--- src/design/lmf_pkg.sv ---
package lmf_pkg;

  // The pattern always arrives as two 64-bit words, so the byte table is fixed.
  localparam int unsigned PAT_BYTES = 16;
  localparam int unsigned PAT_BITS  = 8 * PAT_BYTES;

  localparam logic [7:0] NEWLINE = 8'h0A;

  localparam int unsigned CFG_IDX_W = 3;

  typedef enum logic [CFG_IDX_W-1:0] {
    CFG_PAT_LOW     = 3'd0,
    CFG_PAT_HIGH    = 3'd1,
    CFG_PAT_LEN     = 3'd2,
    CFG_MATCH_CASE  = 3'd3,
    CFG_WHOLE_WORDS = 3'd4
  } lmf_cfg_e;

  // What the front has found out about one text byte.
  typedef struct packed {
    logic newline;
    logic last_byte;
    logic follow_alnum;
    logic hit;
    logic start_alnum;
  } lmf_flags_t;

endpackage

--- src/design/lmf_queue.sv ---
module lmf_queue import lmf_pkg::*; #(
  parameter int unsigned WIDTH = 8,
  parameter int unsigned DEPTH = 2
) (
  input  logic             clk_i,
  input  logic             rst_ni,
  input  logic             push_i,
  input  logic [WIDTH-1:0] data_i,
  output logic             ready_o,
  output logic             valid_o,
  output logic [WIDTH-1:0] data_o,
  input  logic             pop_i
);

  localparam int unsigned AW = (DEPTH > 1) ? $clog2(DEPTH) : 1;
  localparam int unsigned CW = $clog2(DEPTH + 1);

  logic [WIDTH-1:0] mem_q [DEPTH];
  logic [AW-1:0]    wr_q, wr_d;
  logic [AW-1:0]    rd_q, rd_d;
  logic [CW-1:0]    cnt_q, cnt_d;

  assign ready_o = (cnt_q != CW'(DEPTH));
  assign valid_o = (cnt_q != '0);
  assign data_o  = mem_q[rd_q];

  always_comb begin
    wr_d  = wr_q;
    rd_d  = rd_q;
    cnt_d = cnt_q;
    if (push_i) begin
      wr_d = (wr_q == AW'(DEPTH - 1)) ? '0 : wr_q + AW'(1);
    end
    if (pop_i) begin
      rd_d = (rd_q == AW'(DEPTH - 1)) ? '0 : rd_q + AW'(1);
    end
    if (push_i && !pop_i) begin
      cnt_d = cnt_q + CW'(1);
    end else if (!push_i && pop_i) begin
      cnt_d = cnt_q - CW'(1);
    end
  end

  always_ff @(posedge clk_i or negedge rst_ni) begin
    if (!rst_ni) begin
      wr_q  <= '0;
      rd_q  <= '0;
      cnt_q <= '0;
    end else begin
      wr_q  <= wr_d;
      rd_q  <= rd_d;
      cnt_q <= cnt_d;
    end
  end

  always_ff @(posedge clk_i) begin
    if (push_i) begin
      mem_q[wr_q] <= data_i;
    end
  end

  a_queue_bound: assert property (@(posedge clk_i) disable iff (!rst_ni)
    cnt_q <= CW'(DEPTH))
    else $error("front queue holds more entries than it has");

endmodule

--- src/design/lmf_front.sv ---
module lmf_front import lmf_pkg::*; #(
  parameter int unsigned MAX_PATTERN = 16,
  parameter int unsigned COLUMN_BITS = 16,
  parameter int unsigned LINE_BITS   = 20
) (
  input  logic                             clk_i,
  input  logic                             rst_ni,
  input  logic                             take_i,
  input  logic [7:0]                       text_byte_i,
  input  logic                             end_of_text_i,
  input  logic [63:0]                      pat_low_i,
  input  logic [63:0]                      pat_high_i,
  input  logic [$clog2(MAX_PATTERN+1)-1:0] len_i,
  input  logic                             match_case_i,
  output logic [LINE_BITS-1:0]             item_line_o,
  output logic [COLUMN_BITS-1:0]           item_start_o,
  output lmf_flags_t                       item_flags_o
);

  localparam int unsigned LEN_W = $clog2(MAX_PATTERN + 1);
  localparam int unsigned CX_W  = COLUMN_BITS + 1;

  function automatic logic [7:0] fold_byte(input logic [7:0] b, input logic exact);
    if (!exact && b >= 8'h41 && b <= 8'h5A) begin
      return b + 8'd32;
    end
    return b;
  endfunction

  function automatic logic is_alnum(input logic [7:0] b);
    return (b >= 8'h30 && b <= 8'h39) || (b >= 8'h41 && b <= 8'h5A) ||
           (b >= 8'h61 && b <= 8'h7A);
  endfunction

  logic [7:0]             hist_q [MAX_PATTERN];
  logic [COLUMN_BITS-1:0] col_q;
  logic [LINE_BITS-1:0]   line_q;

  logic [7:0]             win [MAX_PATTERN+1];
  logic [PAT_BITS-1:0]    pat_vec;
  logic [MAX_PATTERN-1:0] lane_ok;
  logic                   is_nl;
  logic [CX_W-1:0]        col_inc;
  logic [CX_W-1:0]        len_ext;
  logic [CX_W-1:0]        start_full;
  logic                   in_reach;
  logic [LEN_W-1:0]       before_idx;

  assign pat_vec = {pat_high_i, pat_low_i};
  assign is_nl   = (text_byte_i == NEWLINE);

  // Window after this byte is shifted in: the newest byte sits at the front.
  always_comb begin
    win[0] = text_byte_i;
    for (int k = 1; k <= MAX_PATTERN; k++) begin
      win[k] = hist_q[k-1];
    end
  end

  // Lane j holds the byte that must equal pattern byte len-1-j.
  for (genvar j = 0; j < MAX_PATTERN; j++) begin : g_lane
    logic [4:0] pidx;
    logic [7:0] pbyte;
    assign pidx  = 5'(len_i) - 5'(j) - 5'd1;
    assign pbyte = pat_vec[{pidx[3:0], 3'b000} +: 8];
    assign lane_ok[j] = (5'(j) >= 5'(len_i)) ||
                        (fold_byte(win[j], match_case_i) == fold_byte(pbyte, match_case_i));
  end

  assign col_inc    = {1'b0, col_q} + CX_W'(1);
  assign len_ext    = CX_W'(len_i);
  assign in_reach   = (col_inc >= len_ext);
  assign start_full = col_inc - len_ext;

  // Once the column count has saturated the start sits one place nearer the front.
  assign before_idx = (col_q == '1) ? len_i - LEN_W'(1) : len_i;

  assign item_line_o  = line_q;
  assign item_start_o = start_full[COLUMN_BITS-1:0];

  always_comb begin
    item_flags_o.newline      = is_nl;
    item_flags_o.last_byte    = end_of_text_i;
    item_flags_o.follow_alnum = is_alnum(text_byte_i);
    item_flags_o.hit          = !is_nl && in_reach && (&lane_ok);
    item_flags_o.start_alnum  = (start_full[COLUMN_BITS-1:0] != '0) &&
                                (before_idx != '0) && is_alnum(win[before_idx]);
  end

  always_ff @(posedge clk_i or negedge rst_ni) begin
    if (!rst_ni) begin
      for (int k = 0; k < MAX_PATTERN; k++) begin
        hist_q[k] <= '0;
      end
      col_q  <= '0;
      line_q <= '0;
    end else if (take_i) begin
      if (!is_nl) begin
        hist_q[0] <= text_byte_i;
        for (int k = 1; k < MAX_PATTERN; k++) begin
          hist_q[k] <= hist_q[k-1];
        end
      end
      if (is_nl || end_of_text_i) begin
        col_q <= '0;
      end else if (col_q != '1) begin
        col_q <= col_q + COLUMN_BITS'(1);
      end
      if (end_of_text_i) begin
        line_q <= '0;
      end else if (is_nl && line_q != '1) begin
        line_q <= line_q + LINE_BITS'(1);
      end
    end
  end

endmodule

--- src/design/lmf_back.sv ---
module lmf_back import lmf_pkg::*; #(
  parameter int unsigned MAX_PATTERN = 16,
  parameter int unsigned COLUMN_BITS = 16,
  parameter int unsigned LINE_BITS   = 20
) (
  input  logic                             clk_i,
  input  logic                             rst_ni,
  input  logic                             head_valid_i,
  input  logic [LINE_BITS-1:0]             head_line_i,
  input  logic [COLUMN_BITS-1:0]           head_start_i,
  input  lmf_flags_t                       head_flags_i,
  output logic                             pop_o,
  input  logic [$clog2(MAX_PATTERN+1)-1:0] len_i,
  input  logic                             whole_words_i,
  output logic                             out_valid_o,
  input  logic                             out_ready_i,
  output logic [LINE_BITS-1:0]             out_line_o,
  output logic [COLUMN_BITS-1:0]           out_column_o,
  output logic                             out_last_o
);

  localparam int unsigned OUT_DEPTH = 4;
  localparam int unsigned OUT_AW    = 2;
  localparam int unsigned OUT_CW    = 3;
  localparam int unsigned CX_W      = COLUMN_BITS + 1;

  logic                   pend_q, pend_d;
  logic [COLUMN_BITS-1:0] cand_q, cand_d;
  logic                   cand_alnum_q, cand_alnum_d;
  logic [CX_W-1:0]        nfc_q, nfc_d;

  logic [LINE_BITS-1:0]   res_line_q [OUT_DEPTH];
  logic [COLUMN_BITS-1:0] res_col_q  [OUT_DEPTH];
  logic                   res_last_q [OUT_DEPTH];
  logic [OUT_AW-1:0]      wr_q, rd_q;
  logic [OUT_CW-1:0]      cnt_q;

  logic                   r0_v, r1_v;
  logic                   out_pop;
  logic [OUT_CW-1:0]      n_push;
  logic [COLUMN_BITS-1:0] first_col;

  // An item leaves the queue only when both of its possible results fit.
  assign pop_o   = head_valid_i && (cnt_q <= OUT_CW'(OUT_DEPTH - 2));
  assign out_pop = out_valid_o && out_ready_i;

  always_comb begin
    pend_d       = pend_q;
    cand_d       = cand_q;
    cand_alnum_d = cand_alnum_q;
    nfc_d        = nfc_q;
    r0_v         = 1'b0;
    r1_v         = 1'b0;
    if (!head_flags_i.newline) begin
      // The waiting candidate is settled by this byte as its follower.
      if (pend_q) begin
        if (!whole_words_i || (!cand_alnum_q && !head_flags_i.follow_alnum)) begin
          r0_v  = 1'b1;
          nfc_d = {1'b0, cand_q} + CX_W'(len_i);
        end
        pend_d = 1'b0;
      end
      if (head_flags_i.hit && ({1'b0, head_start_i} >= nfc_d)) begin
        pend_d       = 1'b1;
        cand_d       = head_start_i;
        cand_alnum_d = head_flags_i.start_alnum;
      end
    end
    if (head_flags_i.newline || head_flags_i.last_byte) begin
      // The line edge follows whatever is still waiting.
      if (pend_d && (!whole_words_i || !cand_alnum_d)) begin
        r1_v = 1'b1;
      end
      pend_d = 1'b0;
      nfc_d  = '0;
    end
  end

  assign first_col = r0_v ? cand_q : cand_d;
  assign n_push    = pop_o ? (OUT_CW'(r0_v) + OUT_CW'(r1_v)) : '0;

  always_ff @(posedge clk_i or negedge rst_ni) begin
    if (!rst_ni) begin
      pend_q       <= 1'b0;
      cand_q       <= '0;
      cand_alnum_q <= 1'b0;
      nfc_q        <= '0;
      wr_q         <= '0;
      rd_q         <= '0;
      cnt_q        <= '0;
    end else begin
      if (pop_o) begin
        pend_q       <= pend_d;
        cand_q       <= cand_d;
        cand_alnum_q <= cand_alnum_d;
        nfc_q        <= nfc_d;
      end
      wr_q  <= wr_q + OUT_AW'(n_push);
      cnt_q <= cnt_q + n_push - OUT_CW'(out_pop);
      if (out_pop) begin
        rd_q <= rd_q + OUT_AW'(1);
      end
    end
  end

  always_ff @(posedge clk_i) begin
    if (pop_o && (r0_v || r1_v)) begin
      res_line_q[wr_q] <= head_line_i;
      res_col_q[wr_q]  <= first_col;
      res_last_q[wr_q] <= !(r0_v && r1_v);
    end
    if (pop_o && r0_v && r1_v) begin
      res_line_q[wr_q + OUT_AW'(1)] <= head_line_i;
      res_col_q[wr_q + OUT_AW'(1)]  <= cand_d;
      res_last_q[wr_q + OUT_AW'(1)] <= 1'b1;
    end
  end

  assign out_valid_o  = (cnt_q != '0);
  assign out_line_o   = res_line_q[rd_q];
  assign out_column_o = res_col_q[rd_q];
  assign out_last_o   = res_last_q[rd_q];

  a_res_bound: assert property (@(posedge clk_i) disable iff (!rst_ni)
    cnt_q <= OUT_CW'(OUT_DEPTH))
    else $error("result buffer overflow");

  a_line_close: assert property (@(posedge clk_i) disable iff (!rst_ni)
    pop_o && (head_flags_i.newline || head_flags_i.last_byte) |=>
      !pend_q && (nfc_q == '0))
    else $error("candidate or start limit survived the end of a line");

  a_state_hold: assert property (@(posedge clk_i) disable iff (!rst_ni)
    !pop_o |=> $stable(pend_q) && $stable(nfc_q) && $stable(cand_q))
    else $error("search state changed without a transfer from the queue");

endmodule

--- src/design/literal_line_match_finder_top.sv ---
// Channel  Direction  Handshake                      Payload
// text     in         text_valid_i / text_ready_o    text_byte_i, end_of_text_i
// match    out        match_valid_o / match_ready_i  match_line_o, match_column_o, last_of_run_o
// config   in         cfg_we_i (no wait)             cfg_index_i, cfg_data_i
//
// One text byte is taken per cycle while text_ready_o is high; the back end settles one
// byte per cycle while two result slots are free. A byte that gives two matches needs
// two output transfers. match_valid_o rises once the settling byte has left the queue
// and its result is in the result buffer. Reset clears the byte history, the counters and
// both buffers at once. A stalled output halts the back end once more than two of the four
// result slots are taken; the two-entry queue then fills and text_ready_o drops.
module literal_line_match_finder_top import lmf_pkg::*; #(
  parameter int unsigned MAX_PATTERN = 16,
  parameter int unsigned COLUMN_BITS = 16,
  parameter int unsigned LINE_BITS   = 20
) (
  input  logic                   clk_i,
  input  logic                   rst_ni,
  input  logic                   text_valid_i,
  output logic                   text_ready_o,
  input  logic [7:0]             text_byte_i,
  input  logic                   end_of_text_i,
  output logic                   match_valid_o,
  input  logic                   match_ready_i,
  output logic [LINE_BITS-1:0]   match_line_o,
  output logic [COLUMN_BITS-1:0] match_column_o,
  output logic                   last_of_run_o,
  input  logic                   cfg_we_i,
  input  logic [CFG_IDX_W-1:0]   cfg_index_i,
  input  logic [63:0]            cfg_data_i
);

  localparam int unsigned LEN_W   = $clog2(MAX_PATTERN + 1);
  localparam int unsigned FLAGS_W = $bits(lmf_flags_t);
  localparam int unsigned ITEM_W  = LINE_BITS + COLUMN_BITS + FLAGS_W;

  logic [63:0] pat_low_q;
  logic [63:0] pat_high_q;
  logic [4:0]  pat_len_q;
  logic        match_case_q;
  logic        whole_words_q;
  logic [LEN_W-1:0] len_eff;

  logic                   take;
  logic [LINE_BITS-1:0]   f_line;
  logic [COLUMN_BITS-1:0] f_start;
  lmf_flags_t             f_flags;
  logic [ITEM_W-1:0]      q_in, q_out;
  logic                   q_valid;
  logic                   q_pop;
  logic [LINE_BITS-1:0]   h_line;
  logic [COLUMN_BITS-1:0] h_start;
  lmf_flags_t             h_flags;

  always_ff @(posedge clk_i or negedge rst_ni) begin
    if (!rst_ni) begin
      pat_low_q     <= '0;
      pat_high_q    <= '0;
      pat_len_q     <= 5'd1;
      match_case_q  <= 1'b1;
      whole_words_q <= 1'b0;
    end else if (cfg_we_i) begin
      unique case (cfg_index_i)
        CFG_PAT_LOW:     pat_low_q     <= cfg_data_i;
        CFG_PAT_HIGH:    pat_high_q    <= cfg_data_i;
        CFG_PAT_LEN:     pat_len_q     <= cfg_data_i[4:0];
        CFG_MATCH_CASE:  match_case_q  <= cfg_data_i[0];
        CFG_WHOLE_WORDS: whole_words_q <= cfg_data_i[0];
        default: ;
      endcase
    end
  end

  // A length of zero searches for one byte; anything too long is clipped.
  always_comb begin
    if (pat_len_q == '0) begin
      len_eff = LEN_W'(1);
    end else if (pat_len_q > 5'(MAX_PATTERN)) begin
      len_eff = LEN_W'(MAX_PATTERN);
    end else begin
      len_eff = pat_len_q[LEN_W-1:0];
    end
  end

  assign take = text_valid_i && text_ready_o;

  lmf_front #(
    .MAX_PATTERN (MAX_PATTERN),
    .COLUMN_BITS (COLUMN_BITS),
    .LINE_BITS   (LINE_BITS)
  ) u_front (
    .clk_i         (clk_i),
    .rst_ni        (rst_ni),
    .take_i        (take),
    .text_byte_i   (text_byte_i),
    .end_of_text_i (end_of_text_i),
    .pat_low_i     (pat_low_q),
    .pat_high_i    (pat_high_q),
    .len_i         (len_eff),
    .match_case_i  (match_case_q),
    .item_line_o   (f_line),
    .item_start_o  (f_start),
    .item_flags_o  (f_flags)
  );

  assign q_in = {f_line, f_start, f_flags};

  lmf_queue #(
    .WIDTH (ITEM_W),
    .DEPTH (2)
  ) u_queue (
    .clk_i   (clk_i),
    .rst_ni  (rst_ni),
    .push_i  (take),
    .data_i  (q_in),
    .ready_o (text_ready_o),
    .valid_o (q_valid),
    .data_o  (q_out),
    .pop_i   (q_pop)
  );

  assign h_line  = q_out[ITEM_W-1 -: LINE_BITS];
  assign h_start = q_out[FLAGS_W +: COLUMN_BITS];
  assign h_flags = lmf_flags_t'(q_out[FLAGS_W-1:0]);

  lmf_back #(
    .MAX_PATTERN (MAX_PATTERN),
    .COLUMN_BITS (COLUMN_BITS),
    .LINE_BITS   (LINE_BITS)
  ) u_back (
    .clk_i         (clk_i),
    .rst_ni        (rst_ni),
    .head_valid_i  (q_valid),
    .head_line_i   (h_line),
    .head_start_i  (h_start),
    .head_flags_i  (h_flags),
    .pop_o         (q_pop),
    .len_i         (len_eff),
    .whole_words_i (whole_words_q),
    .out_valid_o   (match_valid_o),
    .out_ready_i   (match_ready_i),
    .out_line_o    (match_line_o),
    .out_column_o  (match_column_o),
    .out_last_o    (last_of_run_o)
  );

endmodule

--- config.mk ---
export PLATFORM = sky130hd
export DESIGN_NAME = literal_line_match_finder_top
export DESIGN_NICKNAME = d
export VERILOG_FILES = /design/src/design/lmf_pkg.sv /design/src/design/lmf_queue.sv /design/src/design/lmf_front.sv /design/src/design/lmf_back.sv /design/src/design/literal_line_match_finder_top.sv
export SDC_FILE = /design/constraint.sdc
export NUM_CORES = 1
export LEC_CHECK = 0
export BUFFER_PORTS_ARGS = -buffer_cell sky130_fd_sc_hd__buf_2
export CORE_ASPECT_RATIO = 0.7
export CORE_MARGIN = 5
export CORE_UTILIZATION = 25
export CTS_BUF_LIST = sky130_fd_sc_hd__clkbuf_2
export CTS_CLUSTER_SIZE = 30
export DETAILED_ROUTE_END_ITERATION = 12
export PLACE_DENSITY = 0.39
export RECOVER_POWER = 100
export SYNTH_ARGS = -nofsm -noshare
export SYNTH_HDL_FRONTEND = slang
export SYNTH_SLANG_ARGS = --single-unit
--- constraint.sdc ---
create_clock -name clk_i -period 11.7 [get_ports clk_i]
set_clock_uncertainty 0.05 [all_clocks]
set_input_delay 1.755 -clock clk_i [delete_from_list [all_inputs] [get_ports clk_i]]
set_output_delay 1.755 -clock clk_i [all_outputs]
set_load 0.05 [all_outputs]
==> metrics.md <==
| Metric | Value |
|---|---|
| CTS clk-pin slew, worst paths | `0.13 ns` |
| Startpoint Class | `flip-flop` |
| Commonest non-fill, non-tap cells in the layout | `371 x mux2_2, 339 x dfrtp_1, 317 x nand2_1, 246 x mux2i_1, 244 x clkbuf_2` |
| Fin. max-slew vios | `roughly 580` |
| Finished Cell Area | `roughly 43000 um^2` |
| Drt via density | `5.29` |
| Gate Count Post-Synth | `between 3000 and 4000` |
| GRT Util Overall | `between 15 and 20%` |
| Critical path arrival | `approximately 11 ns` |
| Min cycle time layout | `between 10 and 15 ns` |
| R2r endpoint | `u_queue.mem_q[0][1]$_DFFE_PP_` |
| DP HPWL | `112 mm` |
| Worst slack, placed | `slightly below 3 ns` |
| # setup viols final | `0` |
| Area growth syn-to-layout | `11.3%` |
| Clk sinks | `around 580` |
| Critical path class | `reg2reg` |
| Final non-filler cell total | `approximately 5700` |
| WHS | `~0.4 ns` |
| CTS max path bufs | `3` |
| GRT overflow | `0` |
| Setup crit end kind | `flip-flop` |
| Crit share post-route | `a little under nine tenths` |
| R2r setup slk | `around 1.7 ns` |
| First-pass GRT wire length | `between 200 and 250 mm` |
| CTS tree | `yes` |
| Max Cap Viol | `13` |
| Synth area leader | `dfrtp_1` |
| Yosys top cell area share | `about 22%` |
| # resized after CTS | `0` |
| Synthesized Nets | `3590` |
| Largest cells by area after synthesis | `dfrtp_1 22%, edfxtp_1 18%, mux2_2 12%` |
| IO Pins | `120` |
| Fill cells | `15900` |
| Leakage Power | `~17 nW` |
| RSZ-0062 raised after global routing | `false` |
| Yosys warns | `0` |
| FF-to-FF path depth | `18` |
| Setup TNS | `0 ns` |
| Final core utilization | `about 28%` |
| Cts bufs inserted | `160` |
| Nets | `about 3700` |
| Iteration-0 DRC Markers | `3160` |
| Crit. Startpoint | `pat_len_q[0]$_DFFE_PN1P_` |
| Worst Hold Class | `in2reg` |
| Initial antenna violation count | `7` |
| Distinct cells, synth | `just over 90` |
| Dpl cell area | `approximately 41000 um^2` |
| Setup Fix Bufs, Post-CTS | `0` |
| Avg Cell Area, Syn | `~11 um^2` |
| Clock root cell | `clkbuf_2` |
| Core outline area | `153000 um^2` |
| Mean routed wirelength per cell | `between 20 and 30 um` |
| Final Hold Violating Endpoints | `0` |
| GP Congestion | `roughly 1` |
| Pre-antenna DRT Iters | `5` |
| Remaining DRCs | `0` |
| Flops & latches, synth | `575` |
| Initial Util | `between 20% and 30%` |
| H-tree Lvls | `4` |
| Worst Tran Pin Value | `between 4 and 5 ns` |
| Fmax | `around 100 MHz` |
| Max stage delay cell, worst path | `clkbuf_1` |
| Post-synth EDFFs | `approximately 230` |
| Worst-skew pair later-pin latency | `approximately 1.6 ns` |
| Critical path, cell by cell | `clkbuf_1, and2b_1, nor3_4, clkbuf_1, clkbuf_2, buf_4, ha_1, xnor2_2, buf_4, mux2i_1, mux2i_1, nor4_1, nand2_1, nand4_1, or3b_2, a22oi_1, nand4_1, nor4_2` |
| Sequential fraction of the synthesis area | `40.4%` |
| CP max FO | `32` |
| CP max stage delay | `about 1.3 ns` |
| Share of cells above drive strength 1 | `between 20% and 30%` |
| Row count | `120` |
| Buf/Inv on CP | `5` |
| Die H | `338 um` |
| Mapped Area | `roughly 38000 um^2` |
| Largest net degree at the start of global routing | `between 100 and 150` |
| Most common flop cell mapped by yosys | `dfrtp_1` |
| Number of cells on the critical path | `18` |
| Final setup margin | `1.67 ns` |
| Final ANT Viol Nets | `0` |
| Cell family with most CP delay | `buffers and inverters` |
| Status | `finished, violations left` |
| R2r startpoint | `pat_len_q[0]$_DFFE_PN1P_` |
| Crit path to | `u_queue.mem_q[0][1]$_DFFE_PP_` |
| WP data required | `around 13 ns` |
| Peak VDD IR | `between 0.09 and 0.1 mV` |
| Final WL | `approximately 150 mm` |
| Design Power | `roughly 13 mW` |
| Dpl cells | `around 5400` |
| Die ar. | `162000 um^2` |
| Async set or reset register ratio after synthesis | `60.0%` |
| Area of the multi-input gates | `~22000 um^2` |
| Via count | `30300` |
| Power per cell area | `between 200 and 300 nW/um^2` |
| # port buffers | `about 120` |
| Register area | `15500 um^2` |
| Die extent in x | `between 400 and 500 um` |
| Failing checks | `max-capacitance violations, max-slew violations` |
| Vias in the first global route | `between 20000 and 30000` |
| Commonest non-fill, non-tap cell in the layout | `mux2_2` |
| Max-slew headroom | `-181%` |
-- power by group --
group	total [mW]	internal, mW	switching, mW
Sequential	3.70	2.74	0.962
Combinational	7.55	2.91	4.63
Clock	1.53	0.566	0.966
-- routing by layer --
metal  wire (um)  up-vias  global-route usage [%]
met5           0        -                       0
met4        2300        0                    3.92
met3       14200      187                    5.47
met2       55700     1148                    22.9
met1       77200    15500                    29.4
li1            -    13500                       -
-- sequential cells by signal, summed over array words and instances (netlist names), 3 cells and up --
register and cells:
u_front.item_line_o 20, pat_high_q 64, u_queue.mem_q 82, u_back.cand_q 16, u_front.col_q 16, u_back.res_last_q 4, u_back.res_line_q 80, u_back.nfc_q 17
pat_len_q 5, u_back.cnt_q 3, u_back.res_col_q 64, u_front.hist_q 128, pat_low_q 64
-- worst reg2reg max path, stage by stage, from the launching register on --
cell	delay (ns)
dfstp_1	1.15
clkbuf_1	0.63
and2b_1	0.56
nor3_4	0.36
clkbuf_1	1.28
clkbuf_2	1.02
buf_4	0.64
ha_1	0.39
xnor2_2	0.14
buf_4	0.43
mux2i_1	0.38
mux2i_1	0.71
nor4_1	0.15
nand2_1	0.10
nand4_1	0.12
or3b_2	0.48
a22oi_1	0.47
nand4_1	0.26
nor4_2	0.44
-- synth_stat cells, types with 12 or more instances --
master	n
mux2_2	406
dfrtp_1	343
nand2_1	317
mux2i_1	248
edfxtp_1	226
mux4_2	161
nor2_1	158
nand3_1	148
a21oi_1	139
clkbuf_1	131
xnor2_1	109
o21ai_0	92
xor2_1	84
ha_1	82
nor3_1	79
inv_1	62
a31oi_1	40
a22oi_1	37
nand4_1	37
buf_2	34
a21o_1	32
and3_1	27
and2_1	23
o22ai_1	22
a211oi_1	21
buf_1	21
nor2b_1	20
nor4_1	18
or3_1	18
a311oi_1	17
nand2b_1	17
a221oi_1	15
a22o_1	14
o211ai_1	14
o31ai_1	14
a2111oi_0	12
-- cells by family (layout without fill, tap and decap cells) --
family                     Yosys count  count (layout)  share of synthesized area (%)
AOI/OAI and AO/OA                  562             562                           9.85
xor gates and xnor gates           197             197                           4.61
adders and majority gates           85              85                           2.83
buffers and inverters              270             549                           3.01
DFF                                575             575                           40.4
muxes                              815             815                           27.8
other                                0               5                              0
and+or+nand+nor                    920             920                           11.5
-- what timing repair did --
item / 4_1_cts / 5_1_grt
hold endpoints to repair: 68 / 0
hold buffers: 1 / 0
setup endpoints to repair: 0 / 0
-- cell type report --
cell class / count / area share [%]
Sequential cell: 575 / 36.3
Clock buffer: 241 / 2.82
Tap cell: 2013 / 5.90
Antenna cell: 5 / 0.0293
Clock inverter: 45 / 0.583
Timing Repair Buffer: 196 / 2.50
Inverter: 67 / 0.600
Multi-Input combinational cell: 2579 / 51.3
-- how the worst min path moves through the flow --
stage	startpoint	to	depth (start not counted)
floorplan	u_back.nfc_q[10]$_DFFE_PN0P_	u_back.nfc_q[10]$_DFFE_PN0P_	2
global route	cfg_data_i[27]	pat_low_q[27]$_DFFE_PN0P_	2
CTS	cfg_data_i[53]	pat_high_q[53]$_DFFE_PN0P_	2
detailed placement	u_back.nfc_q[5]$_DFFE_PN0P_	u_back.nfc_q[5]$_DFFE_PN0P_	2
global placement	u_back.nfc_q[15]$_DFFE_PN0P_	u_back.nfc_q[15]$_DFFE_PN0P_	2
finish	cfg_data_i[27]	pat_low_q[27]$_DFFE_PN0P_	2
Power figures use the tool's default switching activity.
